`config.mk`:
```
export PLATFORM = sky130hd
export DESIGN_NAME = petri_net_firing_engine
export DESIGN_NICKNAME = d
export VERILOG_FILES = /design/src/sv/pnfe_pkg.sv /design/src/sv/pnfe_ram.sv /design/src/sv/pnfe_cfg.sv /design/src/sv/pnfe_ctrl.sv /design/src/sv/pnfe_dp.sv /design/src/sv/petri_net_firing_engine.sv
export VERILOG_INCLUDE_DIRS = /design/src /design/src/sv
export SDC_FILE = /design/constraint.sdc
export NUM_CORES = 2
export LEC_CHECK = 0
export BUFFER_PORTS_ARGS = -buffer_cell sky130_fd_sc_hd__buf_2
export CAP_MARGIN = 20
export CORE_MARGIN = 2
export CORE_UTILIZATION = 55
export CTS_CLUSTER_SIZE = 40
export DETAILED_ROUTE_END_ITERATION = 10
export GPL_TIMING_DRIVEN = 0
export PLACE_DENSITY = 0.71
export SLEW_MARGIN = 20
export SYNTH_ARGS = -nofsm -noshare
export SYNTH_HDL_FRONTEND = slang
export SYNTH_SLANG_ARGS = --single-unit
```
`constraint.sdc`:
```
create_clock -name clk_i -period 8.15 [get_ports clk_i]
set_clock_uncertainty 0.15 [all_clocks]
set_input_delay 1.63 -clock clk_i [delete_from_list [all_inputs] [get_ports clk_i]]
set_output_delay 1.63 -clock clk_i [all_outputs]
set_load 0.05 [all_outputs]
```
`src/sv/petri_net_firing_engine_defines.svh`:
```
// assertion macros for the firing engine, used by the controller module
// a use of either macro sits on a line of its own and needs no semicolon
`ifndef PETRI_NET_FIRING_ENGINE_DEFINES_SVH
`define PETRI_NET_FIRING_ENGINE_DEFINES_SVH
`ifndef SYNTH
// property checked on every clock, off during reset
`define PNFE_ASSERT(lbl, prop, msg) \
  lbl: assert property (@(posedge clk_i) disable iff (!rst_ni) (prop)) else $error(msg);
// antecedent this cycle implies consequent next cycle
`define PNFE_ASSERT_NEXT(lbl, ante, cons, msg) \
  lbl: assert property (@(posedge clk_i) disable iff (!rst_ni) (ante) |=> (cons)) \
    else $error(msg);
`else
`define PNFE_ASSERT(lbl, prop, msg)
`define PNFE_ASSERT_NEXT(lbl, ante, cons, msg)
`endif
`endif

```
`src/sv/pnfe_pkg.sv`:
```
`timescale 1ns / 1ps
package pnfe_pkg;

  // defaults of the top level parameters
  localparam int PlaceCountMaxDef = 16;
  localparam int ArcCountMaxDef   = 64;
  localparam int TokenBitsDef     = 16;
  // transitions scanned at most in one step
  localparam int TransCountMax    = 16;

  // field widths
  localparam int ActionW   = 3;
  localparam int SlotW     = 6;
  localparam int PlaceIdW  = 4;
  localparam int TransIdW  = 4;
  localparam int AmountW   = 16;
  localparam int PlacesW   = 5;
  localparam int TransUseW = 5;
  localparam int ArcsW     = 7;
  // width used for limit compares, holds any count up to 2047
  localparam int LimW      = 11;
  localparam int ApbAddrW  = 4;
  localparam int ApbDataW  = 32;

  typedef enum logic [ActionW-1:0] {
    ACT_WR_MARK    = 3'd0,
    ACT_WR_IN_ARC  = 3'd1,
    ACT_WR_OUT_ARC = 3'd2,
    ACT_STEP       = 3'd3,
    ACT_RD_MARK    = 3'd4
  } action_e;

  typedef enum logic [1:0] {
    REG_PLACES    = 2'd0,
    REG_TRANS     = 2'd1,
    REG_IN_ARCS   = 2'd2,
    REG_OUT_ARCS  = 2'd3
  } reg_e;

  typedef enum logic [1:0] {
    PASS_EN  = 2'd0,
    PASS_SUB = 2'd1,
    PASS_ADD = 2'd2
  } pass_e;

  typedef enum logic [2:0] {
    ST_IDLE,
    ST_DECODE,
    ST_RD_WAIT,
    ST_PRIME,
    ST_ARC_P,
    ST_ARC_W,
    ST_SCAN,
    ST_DONE
  } state_e;

  typedef struct packed {
    logic [PlaceIdW-1:0] place;
    logic [TransIdW-1:0] transition;
    logic [AmountW-1:0]  weight;
  } arc_t;

  typedef struct packed {
    logic [PlacesW-1:0]   places;
    logic [TransUseW-1:0] transitions;
    logic [ArcsW-1:0]     in_arcs;
    logic [ArcsW-1:0]     out_arcs;
  } cfg_t;

  typedef struct packed {
    logic  load;
    logic  mark_wr;
    logic  arc_in_wr;
    logic  arc_out_wr;
    logic  place_rd;
    logic  tok_cap;
    logic  step_init;
    logic  arc_prime;
    logic  arc_fetch;
    logic  arc_exec;
    logic  scan_next;
    logic  fire_hit;
    logic  res_load;
    pass_e pass;
  } cmd_t;

  typedef struct packed {
    action_e action;
    logic    pass_empty;
    logic    arc_last;
    logic    scan_end;
    logic    scan_hit;
    logic    out_free;
  } sts_t;

endpackage

```
`src/sv/pnfe_ram.sv`:
```
`timescale 1ns / 1ps
module pnfe_ram
  import pnfe_pkg::*;
#(
  parameter int WIDTH  = $bits(arc_t),
  parameter int DEPTH  = ArcCountMaxDef,
  parameter int ADDR_W = SlotW
) (
  input  logic              clk_i,
  input  logic              we_i,
  input  logic [ADDR_W-1:0] waddr_i,
  input  logic [WIDTH-1:0]  wdata_i,
  input  logic              re_i,
  input  logic [ADDR_W-1:0] raddr_i,
  output logic [WIDTH-1:0]  rdata_o
);

  logic [WIDTH-1:0] mem_q [DEPTH];
  logic [WIDTH-1:0] rdata_q;

  always_ff @(posedge clk_i) begin
    if (we_i) begin
      mem_q[waddr_i] <= wdata_i;
    end
    if (re_i) begin
      rdata_q <= mem_q[raddr_i];
    end
  end

  assign rdata_o = rdata_q;

endmodule

```
`src/sv/pnfe_cfg.sv`:
```
`timescale 1ns / 1ps
module pnfe_cfg
  import pnfe_pkg::*;
(
  input  logic                clk_i,
  input  logic                rst_ni,
  input  logic                psel,
  input  logic                penable,
  input  logic                pwrite,
  input  logic [ApbAddrW-1:0] paddr,
  input  logic [ApbDataW-1:0] pwdata,
  output logic [ApbDataW-1:0] prdata,
  output cfg_t                cfg_o
);

  cfg_t cfg_q, cfg_d;
  reg_e sel;
  logic wr;

  assign sel = reg_e'(paddr[3:2]);
  assign wr  = psel & penable & pwrite;

  always_comb begin
    cfg_d = cfg_q;
    if (wr) begin
      unique case (sel)
        REG_PLACES:   cfg_d.places      = pwdata[PlacesW-1:0];
        REG_TRANS:    cfg_d.transitions = pwdata[TransUseW-1:0];
        REG_IN_ARCS:  cfg_d.in_arcs     = pwdata[ArcsW-1:0];
        REG_OUT_ARCS: cfg_d.out_arcs    = pwdata[ArcsW-1:0];
        default:      cfg_d = cfg_q;
      endcase
    end
  end

  always_comb begin
    unique case (sel)
      REG_PLACES:   prdata = ApbDataW'(cfg_q.places);
      REG_TRANS:    prdata = ApbDataW'(cfg_q.transitions);
      REG_IN_ARCS:  prdata = ApbDataW'(cfg_q.in_arcs);
      REG_OUT_ARCS: prdata = ApbDataW'(cfg_q.out_arcs);
      default:      prdata = '0;
    endcase
  end

  always_ff @(posedge clk_i or negedge rst_ni) begin
    if (!rst_ni) begin
      cfg_q <= '0;
    end else begin
      cfg_q <= cfg_d;
    end
  end

  assign cfg_o = cfg_q;

endmodule

```
`src/sv/pnfe_ctrl.sv`:
```
`timescale 1ns / 1ps
`include "petri_net_firing_engine_defines.svh"
module pnfe_ctrl
  import pnfe_pkg::*;
(
  input  logic clk_i,
  input  logic rst_ni,
  input  logic in_valid_i,
  output logic in_ready_o,
  input  sts_t sts_i,
  output cmd_t cmd_o
);

  state_e state_q, state_d;
  pass_e  pass_q, pass_d;

  // next state
  always_comb begin
    state_d = state_q;
    pass_d  = pass_q;
    unique case (state_q)
      ST_IDLE: begin
        if (in_valid_i) begin
          state_d = ST_DECODE;
        end
      end
      ST_DECODE: begin
        unique case (sts_i.action)
          ACT_RD_MARK: state_d = ST_RD_WAIT;
          ACT_STEP: begin
            state_d = ST_PRIME;
            pass_d  = PASS_EN;
          end
          default: state_d = ST_DONE;
        endcase
      end
      ST_RD_WAIT: state_d = ST_DONE;
      ST_PRIME, ST_ARC_W: begin
        if ((state_q == ST_PRIME && sts_i.pass_empty) ||
            (state_q == ST_ARC_W && sts_i.arc_last)) begin
          unique case (pass_q)
            PASS_EN: state_d = ST_SCAN;
            PASS_SUB: begin
              state_d = ST_PRIME;
              pass_d  = PASS_ADD;
            end
            default: state_d = ST_DONE;
          endcase
        end else begin
          state_d = ST_ARC_P;
        end
      end
      ST_ARC_P: state_d = ST_ARC_W;
      ST_SCAN: begin
        if (sts_i.scan_end) begin
          state_d = ST_DONE;
        end else if (sts_i.scan_hit) begin
          state_d = ST_PRIME;
          pass_d  = PASS_SUB;
        end
      end
      ST_DONE: begin
        if (sts_i.out_free) begin
          state_d = ST_IDLE;
        end
      end
      default: state_d = ST_IDLE;
    endcase
  end

  // commands
  always_comb begin
    cmd_o      = '0;
    cmd_o.pass = pass_q;
    in_ready_o = 1'b0;
    unique case (state_q)
      ST_IDLE: begin
        in_ready_o = 1'b1;
        cmd_o.load = in_valid_i;
      end
      ST_DECODE: begin
        unique case (sts_i.action)
          ACT_WR_MARK:    cmd_o.mark_wr    = 1'b1;
          ACT_WR_IN_ARC:  cmd_o.arc_in_wr  = 1'b1;
          ACT_WR_OUT_ARC: cmd_o.arc_out_wr = 1'b1;
          ACT_STEP:       cmd_o.step_init  = 1'b1;
          ACT_RD_MARK:    cmd_o.place_rd   = 1'b1;
          default:        cmd_o.load       = 1'b0;
        endcase
      end
      ST_RD_WAIT: cmd_o.tok_cap   = 1'b1;
      ST_PRIME:   cmd_o.arc_prime = 1'b1;
      ST_ARC_P:   cmd_o.arc_fetch = 1'b1;
      ST_ARC_W:   cmd_o.arc_exec  = 1'b1;
      ST_SCAN: begin
        cmd_o.fire_hit  = !sts_i.scan_end && sts_i.scan_hit;
        cmd_o.scan_next = !sts_i.scan_end && !sts_i.scan_hit;
      end
      ST_DONE:    cmd_o.res_load  = sts_i.out_free;
      default:    cmd_o.load      = 1'b0;
    endcase
  end

  always_ff @(posedge clk_i or negedge rst_ni) begin
    if (!rst_ni) begin
      state_q <= ST_IDLE;
      pass_q  <= PASS_EN;
    end else begin
      state_q <= state_d;
      pass_q  <= pass_d;
    end
  end

  `PNFE_ASSERT_NEXT(a_accept_decode, state_q == ST_IDLE && in_valid_i, state_q == ST_DECODE, "request accepted but not decoded")
  `PNFE_ASSERT(a_cmd_excl, $onehot0({cmd_o.mark_wr, cmd_o.arc_in_wr, cmd_o.arc_out_wr, cmd_o.arc_exec}), "conflicting datapath commands")
  `PNFE_ASSERT_NEXT(a_hit_fires, state_q == ST_SCAN && !sts_i.scan_end && sts_i.scan_hit, state_q == ST_PRIME && pass_q == PASS_SUB, "enabled transition not fired")
  `PNFE_ASSERT_NEXT(a_done_holds, state_q == ST_DONE && !sts_i.out_free, state_q == ST_DONE, "result dropped while output busy")

endmodule

```
`src/sv/pnfe_dp.sv`:
```
`timescale 1ns / 1ps
module pnfe_dp
  import pnfe_pkg::*;
#(
  parameter int PLACE_COUNT_MAX = PlaceCountMaxDef,
  parameter int ARC_COUNT_MAX   = ArcCountMaxDef,
  parameter int TOKEN_BITS      = TokenBitsDef
) (
  input  logic                clk_i,
  input  logic                rst_ni,
  input  cfg_t                cfg_i,
  input  cmd_t                cmd_i,
  output sts_t                sts_o,
  input  logic [ActionW-1:0]  action_i,
  input  logic [SlotW-1:0]    slot_i,
  input  logic [PlaceIdW-1:0] place_id_i,
  input  logic [TransIdW-1:0] transition_id_i,
  input  logic [AmountW-1:0]  amount_i,
  output logic                out_valid_o,
  input  logic                out_ready_i,
  output logic                fired_o,
  output logic [TransIdW-1:0] fired_transition_o,
  output logic [AmountW-1:0]  token_count_o
);

  localparam int PlaceDepth = (PLACE_COUNT_MAX < 2**PlaceIdW) ? PLACE_COUNT_MAX : 2**PlaceIdW;
  localparam int PaW        = $clog2(PlaceDepth);
  localparam int ArcDepth   = (ARC_COUNT_MAX < 2**SlotW) ? ARC_COUNT_MAX : 2**SlotW;
  localparam int AaW        = (ArcDepth > 1) ? $clog2(ArcDepth) : 1;
  localparam int IdxW       = $clog2(ArcDepth + 1);
  localparam int SumW       = ((TOKEN_BITS > AmountW) ? TOKEN_BITS : AmountW) + 1;
  localparam int TransIds   = 2**TransIdW;

  // latched request
  action_e             act_q;
  logic [SlotW-1:0]    slot_q;
  logic [PlaceIdW-1:0] place_q;
  logic [TransIdW-1:0] trans_q;
  logic [AmountW-1:0]  amount_q;

  // step state
  logic [IdxW-1:0]      idx_q, nidx;
  logic [TransUseW-1:0] t_q;
  logic [TransIds-1:0]  en_q;
  arc_t                 cur_q, arc_rd;
  logic                 rok_q, pv_q;
  logic [PlaceDepth-1:0] valid_q;

  // results
  logic                res_fired_q, out_fired_q, out_valid_q;
  logic [TransIdW-1:0] res_trans_q, out_trans_q;
  logic [AmountW-1:0]  res_tok_q, out_tok_q;

  logic [LimW-1:0] plim, alim, nt_lim;
  logic [$bits(arc_t)-1:0] in_rdata, out_rdata;
  logic            arc_re, in_re, out_re, slot_ok, match;
  logic [AaW-1:0]  arc_raddr;
  logic            p_we, p_re;
  logic [PaW-1:0]  p_waddr, p_raddr;
  logic [PlaceIdW-1:0] p_rplace;
  logic [TOKEN_BITS-1:0] p_wdata, p_rdata, tok_eff;
  logic [SumW-1:0] tok_ext, w_ext, a_ext, tmax_ext, sub_v, add_v, add_sat, mark_sat;

  function automatic logic place_ok(input logic [PlaceIdW-1:0] p, input logic [LimW-1:0] lim);
    return LimW'(p) < lim;
  endfunction

  // limits of this net
  assign plim = (LimW'(cfg_i.places) > LimW'(PLACE_COUNT_MAX)) ?
                LimW'(PLACE_COUNT_MAX) : LimW'(cfg_i.places);
  always_comb begin
    if (cmd_i.pass == PASS_ADD) begin
      alim = LimW'(cfg_i.out_arcs);
    end else begin
      alim = LimW'(cfg_i.in_arcs);
    end
    if (alim > LimW'(ArcDepth)) begin
      alim = LimW'(ArcDepth);
    end
  end
  assign nt_lim = (LimW'(cfg_i.transitions) > LimW'(TransCountMax)) ?
                  LimW'(TransCountMax) : LimW'(cfg_i.transitions);

  assign sts_o.action     = act_q;
  assign sts_o.pass_empty = (alim == '0);
  assign sts_o.arc_last   = (LimW'(idx_q) + LimW'(1)) >= alim;
  assign sts_o.scan_end   = LimW'(t_q) >= nt_lim;
  assign sts_o.scan_hit   = (LimW'(t_q) >= LimW'(TransIds)) ? 1'b1 : en_q[t_q[TransIdW-1:0]];
  assign sts_o.out_free   = !out_valid_q || out_ready_i;

  // arc tables
  assign slot_ok   = LimW'(slot_q) < LimW'(ARC_COUNT_MAX);
  assign nidx      = idx_q + IdxW'(1);
  assign arc_raddr = cmd_i.arc_prime ? '0 : nidx[AaW-1:0];
  assign arc_re    = cmd_i.arc_prime || (cmd_i.arc_fetch && !sts_o.arc_last);
  assign in_re     = arc_re && (cmd_i.pass != PASS_ADD);
  assign out_re    = arc_re && (cmd_i.pass == PASS_ADD);
  assign arc_rd    = arc_t'((cmd_i.pass == PASS_ADD) ? out_rdata : in_rdata);

  pnfe_ram #(
    .WIDTH  ($bits(arc_t)),
    .DEPTH  (ArcDepth),
    .ADDR_W (AaW)
  ) u_in_arcs (
    .clk_i   (clk_i),
    .we_i    (cmd_i.arc_in_wr && slot_ok),
    .waddr_i (slot_q[AaW-1:0]),
    .wdata_i ({place_q, trans_q, amount_q}),
    .re_i    (in_re),
    .raddr_i (arc_raddr),
    .rdata_o (in_rdata)
  );

  pnfe_ram #(
    .WIDTH  ($bits(arc_t)),
    .DEPTH  (ArcDepth),
    .ADDR_W (AaW)
  ) u_out_arcs (
    .clk_i   (clk_i),
    .we_i    (cmd_i.arc_out_wr && slot_ok),
    .waddr_i (slot_q[AaW-1:0]),
    .wdata_i ({place_q, trans_q, amount_q}),
    .re_i    (out_re),
    .raddr_i (arc_raddr),
    .rdata_o (out_rdata)
  );

  // marking store, unwritten entries read as zero through valid bits
  assign p_rplace = cmd_i.place_rd ? place_q : arc_rd.place;
  assign p_raddr  = p_rplace[PaW-1:0];
  assign p_re     = cmd_i.place_rd || cmd_i.arc_fetch;
  assign tok_eff  = (rok_q && pv_q) ? p_rdata : '0;

  assign tok_ext  = SumW'(tok_eff);
  assign w_ext    = SumW'(cur_q.weight);
  assign a_ext    = SumW'(amount_q);
  assign tmax_ext = SumW'({TOKEN_BITS{1'b1}});
  assign sub_v    = (tok_ext > w_ext) ? (tok_ext - w_ext) : '0;
  assign add_v    = tok_ext + w_ext;
  assign add_sat  = (add_v > tmax_ext) ? tmax_ext : add_v;
  assign mark_sat = (a_ext > tmax_ext) ? tmax_ext : a_ext;
  assign match    = (TransUseW'(cur_q.transition) == t_q);

  always_comb begin
    p_we    = 1'b0;
    p_waddr = cur_q.place[PaW-1:0];
    p_wdata = TOKEN_BITS'(add_sat);
    if (cmd_i.mark_wr) begin
      p_we    = place_ok(place_q, plim);
      p_waddr = place_q[PaW-1:0];
      p_wdata = TOKEN_BITS'(mark_sat);
    end else if (cmd_i.arc_exec && cmd_i.pass != PASS_EN) begin
      p_we = rok_q && match;
      if (cmd_i.pass == PASS_SUB) begin
        p_wdata = TOKEN_BITS'(sub_v);
      end
    end
  end

  pnfe_ram #(
    .WIDTH  (TOKEN_BITS),
    .DEPTH  (PlaceDepth),
    .ADDR_W (PaW)
  ) u_marking (
    .clk_i   (clk_i),
    .we_i    (p_we),
    .waddr_i (p_waddr),
    .wdata_i (p_wdata),
    .re_i    (p_re),
    .raddr_i (p_raddr),
    .rdata_o (p_rdata)
  );

  // control registers
  always_ff @(posedge clk_i or negedge rst_ni) begin
    if (!rst_ni) begin
      valid_q     <= '0;
      idx_q       <= '0;
      t_q         <= '0;
      en_q        <= '1;
      out_valid_q <= 1'b0;
    end else begin
      if (p_we) begin
        valid_q[p_waddr] <= 1'b1;
      end
      if (cmd_i.arc_prime) begin
        idx_q <= '0;
      end else if (cmd_i.arc_exec) begin
        idx_q <= nidx;
      end
      if (cmd_i.step_init) begin
        t_q  <= '0;
        en_q <= '1;
      end else if (cmd_i.scan_next) begin
        t_q <= t_q + TransUseW'(1);
      end
      if (cmd_i.arc_exec && cmd_i.pass == PASS_EN && rok_q && tok_ext < w_ext) begin
        en_q[cur_q.transition] <= 1'b0;
      end
      if (cmd_i.res_load) begin
        out_valid_q <= 1'b1;
      end else if (out_ready_i) begin
        out_valid_q <= 1'b0;
      end
    end
  end

  // payload registers
  always_ff @(posedge clk_i) begin
    if (cmd_i.load) begin
      act_q       <= action_e'(action_i);
      slot_q      <= slot_i;
      place_q     <= place_id_i;
      trans_q     <= transition_id_i;
      amount_q    <= amount_i;
      res_fired_q <= 1'b0;
      res_trans_q <= '0;
      res_tok_q   <= '0;
    end
    if (cmd_i.arc_fetch) begin
      cur_q <= arc_rd;
    end
    if (p_re) begin
      rok_q <= place_ok(p_rplace, plim);
      pv_q  <= valid_q[p_raddr];
    end
    if (cmd_i.tok_cap) begin
      res_tok_q <= AmountW'(tok_ext);
    end
    if (cmd_i.fire_hit) begin
      res_fired_q <= 1'b1;
      res_trans_q <= t_q[TransIdW-1:0];
    end
    if (cmd_i.res_load) begin
      out_fired_q <= res_fired_q;
      out_trans_q <= res_trans_q;
      out_tok_q   <= res_tok_q;
    end
  end

  assign out_valid_o        = out_valid_q;
  assign fired_o            = out_fired_q;
  assign fired_transition_o = out_trans_q;
  assign token_count_o      = out_tok_q;

endmodule

```
`src/sv/petri_net_firing_engine.sv`:
```
`timescale 1ns / 1ps
// weighted petri net engine: each request writes a place marking or an arc table entry,
// reads a marking, or runs one step, and returns exactly one result. a step makes one
// pass over the input arc table to find which transitions are blocked, then scans
// transitions one per cycle for the lowest enabled one. if one fires, it makes a pass
// over the input arcs to take tokens and a pass over the output arcs to add them. each
// arc takes an arc memory read, then a marking memory read-modify-write. a stalled
// output holds a finished request until the previous result is taken. markings live
// in a small memory with one valid bit per place, so reset needs no clearing pass; arc
// entries are undefined until written. the next request is taken while the last result
// still waits at the output.
module petri_net_firing_engine
  import pnfe_pkg::*;
#(
  parameter int PLACE_COUNT_MAX = PlaceCountMaxDef,
  parameter int ARC_COUNT_MAX   = ArcCountMaxDef,
  parameter int TOKEN_BITS      = TokenBitsDef
) (
  input  logic                clk_i,
  input  logic                rst_ni,
  // request channel
  input  logic                in_valid_i,
  output logic                in_ready_o,
  input  logic [ActionW-1:0]  action_i,
  input  logic [SlotW-1:0]    slot_i,
  input  logic [PlaceIdW-1:0] place_id_i,
  input  logic [TransIdW-1:0] transition_id_i,
  input  logic [AmountW-1:0]  amount_i,
  // result channel
  output logic                out_valid_o,
  input  logic                out_ready_i,
  output logic                fired_o,
  output logic [TransIdW-1:0] fired_transition_o,
  output logic [AmountW-1:0]  token_count_o,
  // configuration port
  input  logic                psel,
  input  logic                penable,
  input  logic                pwrite,
  input  logic [ApbAddrW-1:0] paddr,
  input  logic [ApbDataW-1:0] pwdata,
  output logic [ApbDataW-1:0] prdata,
  output logic                pready
);

  cfg_t cfg;
  cmd_t cmd;
  sts_t sts;

  // no wait states on the register port
  assign pready = 1'b1;

  // register block: place, transition and arc counts
  pnfe_cfg u_cfg (
    .clk_i   (clk_i),
    .rst_ni  (rst_ni),
    .psel    (psel),
    .penable (penable),
    .pwrite  (pwrite),
    .paddr   (paddr),
    .pwdata  (pwdata),
    .prdata  (prdata),
    .cfg_o   (cfg)
  );

  // sequencer for decode, arc passes and transition scan
  pnfe_ctrl u_ctrl (
    .clk_i      (clk_i),
    .rst_ni     (rst_ni),
    .in_valid_i (in_valid_i),
    .in_ready_o (in_ready_o),
    .sts_i      (sts),
    .cmd_o      (cmd)
  );

  // arc tables, marking store, enable vector and result register
  pnfe_dp #(
    .PLACE_COUNT_MAX (PLACE_COUNT_MAX),
    .ARC_COUNT_MAX   (ARC_COUNT_MAX),
    .TOKEN_BITS      (TOKEN_BITS)
  ) u_dp (
    .clk_i              (clk_i),
    .rst_ni             (rst_ni),
    .cfg_i              (cfg),
    .cmd_i              (cmd),
    .sts_o              (sts),
    .action_i           (action_i),
    .slot_i             (slot_i),
    .place_id_i         (place_id_i),
    .transition_id_i    (transition_id_i),
    .amount_i           (amount_i),
    .out_valid_o        (out_valid_o),
    .out_ready_i        (out_ready_i),
    .fired_o            (fired_o),
    .fired_transition_o (fired_transition_o),
    .token_count_o      (token_count_o)
  );

endmodule

```
==> flow_metrics.tcl <==
set metrics [dict create \
    final_cells 13900 \
    hold_violations 0 \
    status "finished, final reports clean" \
    h-tree-depth 5 \
    clkTransAtPathRegs_ns 0.06 \
    core_area_sq_um 257000 \
    synth-seq-cells 3567 \
    place_area_sq_um 154000 \
    slew_headroom_pct 12.8 \
    utilization_pct 64.3 \
    dp_hpwl_mm 329 \
    cts_sinks 3567 \
    antenna_found_initial 29 \
    ys_top_cells_by_count "edfxtp_1, nand2_1, nand3_1, clkbuf_1, o221ai_1" \
    timing.hold.ws_ns 0.265 \
    worstMarginPinSlew_ns 1.30 \
    fin_ws_ns 1.55 \
    synth_edf_count 3492 \
    ys_seq_area_share_pct 75.0 \
    gp_congestion 1.02 \
    hold_buffers 0 \
    worstPathRequired_ns 8.61 \
    cp_max_fo 10 \
    grt_pass1_wl_mm 638 \
    clock-root-buffer "clkbuf_16" \
    r2r_slack_ns 1.55 \
    max_freq_mhz 151 \
    cts_buffer_depth 4 \
    io_buffer_count 78 \
    yosys.area.top_type "edfxtp_1" \
    syn-instance-count 9438 \
    fp.dieW_um 513 \
    pre_cts_slack_ns 2.00 \
    min_path_type "reg2reg" \
    ir_drop_v 0.000237 \
    grt_pass1_vias 88200 \
    synth_top_area_share_pct 73.7 \
    grt_usage_pct 34.2 \
    num_rows 186 \
    fin_crit_sh_pct 81.0 \
    drv_cap 0 \
    p_leak_nw 53.5 \
    wl_per_cell_um 32.8 \
    setup-violations-final 0 \
    async_flop_share_pct 2.07 \
    syn_area_per_cell_sq_um 15.1 \
    cp-end-kind "flip-flop" \
    cts_tree "built" \
    final_area_sq_um 165000 \
    drc 0 \
    vias 92700 \
    ys_top_cells_by_area "edfxtp_1, nand2_1, nand3_1" \
    viasPerCell 6.67 \
    syn_area_sq_um 142000 \
    synthToLayoutAreaGrowth_pct 16.1 \
    grt_overflow 0 \
    yosys_warnings 0 \
    clkLatencyLatePin_ns 0.99 \
    drive_above_1_share_pct 14.3 \
    rsz0062_at_grt "no" \
    drt_iter0_drc 15100 \
    postCtsSetupBuffers 0 \
    die_area_sq_um 263000 \
    cp-start-kind "flip-flop" \
    dieHeight_um 513 \
    wl_mm 456 \
    io_pins 132 \
    synth_most_common_cell "edfxtp_1" \
    slew_viol_final 0 \
    yosys_most_used_dff "edfxtp_1" \
    power_mw 61.4 \
    ant_nets 0 \
    setup_tns_ns 0 \
    dpl.cell_count 13200 \
    dr.pass1.iters 9 \
    critPathKind "reg2reg" \
    cts_resized 0 \
    nNetsFinal 10300 \
    fin_crit_ns 6.60 \
    arrival_ns 7.06 \
    synthDistinctLibCells 90 \
    power_density_nw_per_um2 372 \
    grt_max_degree 55 \
    numCtsBuffers 371 \
    initial_utilization_pct 55.4 \
]
==> cells by family (layout without fill, tap and decap cells) <==
kind of cell               after synthesis  in the layout  synth area share, %
AOI/OAI and AO/OA                     1615           1615                 8.53
xor gates and xnor gates                15             15                0.103
adders and majority gates               54             54                0.485
buffers and inverters                  760           1788                 2.33
DFF                                   3567           3567                 75.0
muxes                                  452            452                 4.09
other                                    2             39              0.00528
and+or+nand+nor                       2973           2973                 9.41
==> registers in the layout, indices dropped and copies added (netlist names), 4 cells and up <==
| name | flops |
|---|---|
| u_dp.valid_q | 16 |
| u_dp.en_q | 16 |
| u_dp.fired_transition_o | 4 |
| u_dp.u_out_arcs.mem_q | 1536 |
| u_dp.res_tok_q | 16 |
| u_dp.trans_q | 4 |
| u_dp.amount_q | 16 |
| u_dp.place_q | 4 |
| u_dp.t_q | 5 |
| u_dp.u_out_arcs.rdata_o | 24 |
| u_dp.u_marking.mem_q | 256 |
| u_dp.cur_q | 24 |
| u_dp.res_trans_q | 4 |
| u_dp.token_count_o | 16 |
| u_dp.u_in_arcs.rdata_o | 24 |
| u_dp.idx_q | 7 |
| u_dp.slot_q | 6 |
| u_dp.u_in_arcs.mem_q | 1536 |
| u_cfg.cfg_o | 24 |
| u_dp.u_marking.rdata_o | 16 |
==> critical path: stages, from the launching register on <==
cell	delay [ns]
dfrtp_1	0.51
nand3_1	0.17
xnor2_2	0.62
and2_1	0.53
buf_2	0.72
buf_2	0.66
buf_2	0.58
buf_2	0.49
o211ai_1	0.18
nand3_1	0.30
nand4_1	0.42
a221oi_1	0.90
==> area by class of cell <==
type	count	area, sq um
Clock inverter	181	1720
Antenna cell	13	32.5
Fill cell	17700	91800
Multi-Input combinational cell	5135	33600
Sequential cell	3567	107000
Timing Repair Buffer	375	5670
Tap cell	3384	4230
Clock buffer	472	9850
Inverter	46	175
Buffer	714	3170
==> layer usage <==
metal  vias to the layer above  GRT usage [%]  wire length [um]
met5                         -              0               133
met3                      1180           9.56             59100
met2                      6601           50.5            200000
met1                     46300           45.5            164000
met4                        18           20.3             33000
li1                      38500              -                 -
==> power breakdown <==
part / internal [mW] / switching, mW
clock network: 9.50 / 6.97
logic: 6.22 / 17.1
registers: 21.4 / 0.281
==> placed cells by master, fill, tap and decap left out, types with 69 or more instances in the layout <==
| cell type | n |
|---|---|
| nand2_1 | 1424 |
| buf_8 | 170 |
| buf_4 | 72 |
| clkbuf_16 | 376 |
| buf_2 | 262 |
| edfxtp_1 | 3492 |
| nand3_1 | 946 |
| clkbuf_1 | 493 |
| o21ai_0 | 301 |
| o211ai_1 | 136 |
| mux2i_1 | 325 |
| nor2b_1 | 182 |
| o221ai_1 | 391 |
| mux4_2 | 99 |
| a311oi_1 | 170 |
| clkinv_1 | 69 |
| a211oi_1 | 182 |
| nor2_4 | 135 |
==> final timing paths <==
path / to / cells past startpoint / start
worst min-delay path: u_dp.token_count_o[11] / 0 / u_dp.res_tok_q[11]
max in group asynchronous: u_dp.en_q[15] / 2 / rst_ni
min in group asynchronous: u_cfg.cfg_o[8] / 1 / rst_ni
worst max-delay path: u_dp.u_in_arcs.rdata_o[4] / 11 / u_dp.idx_q[2]
worst min register to register: u_dp.token_count_o[11] / 0 / u_dp.res_tok_q[11]
worst max register to register: u_dp.u_in_arcs.rdata_o[4] / 11 / u_dp.idx_q[2]
(Power assumes the default switching activity.)
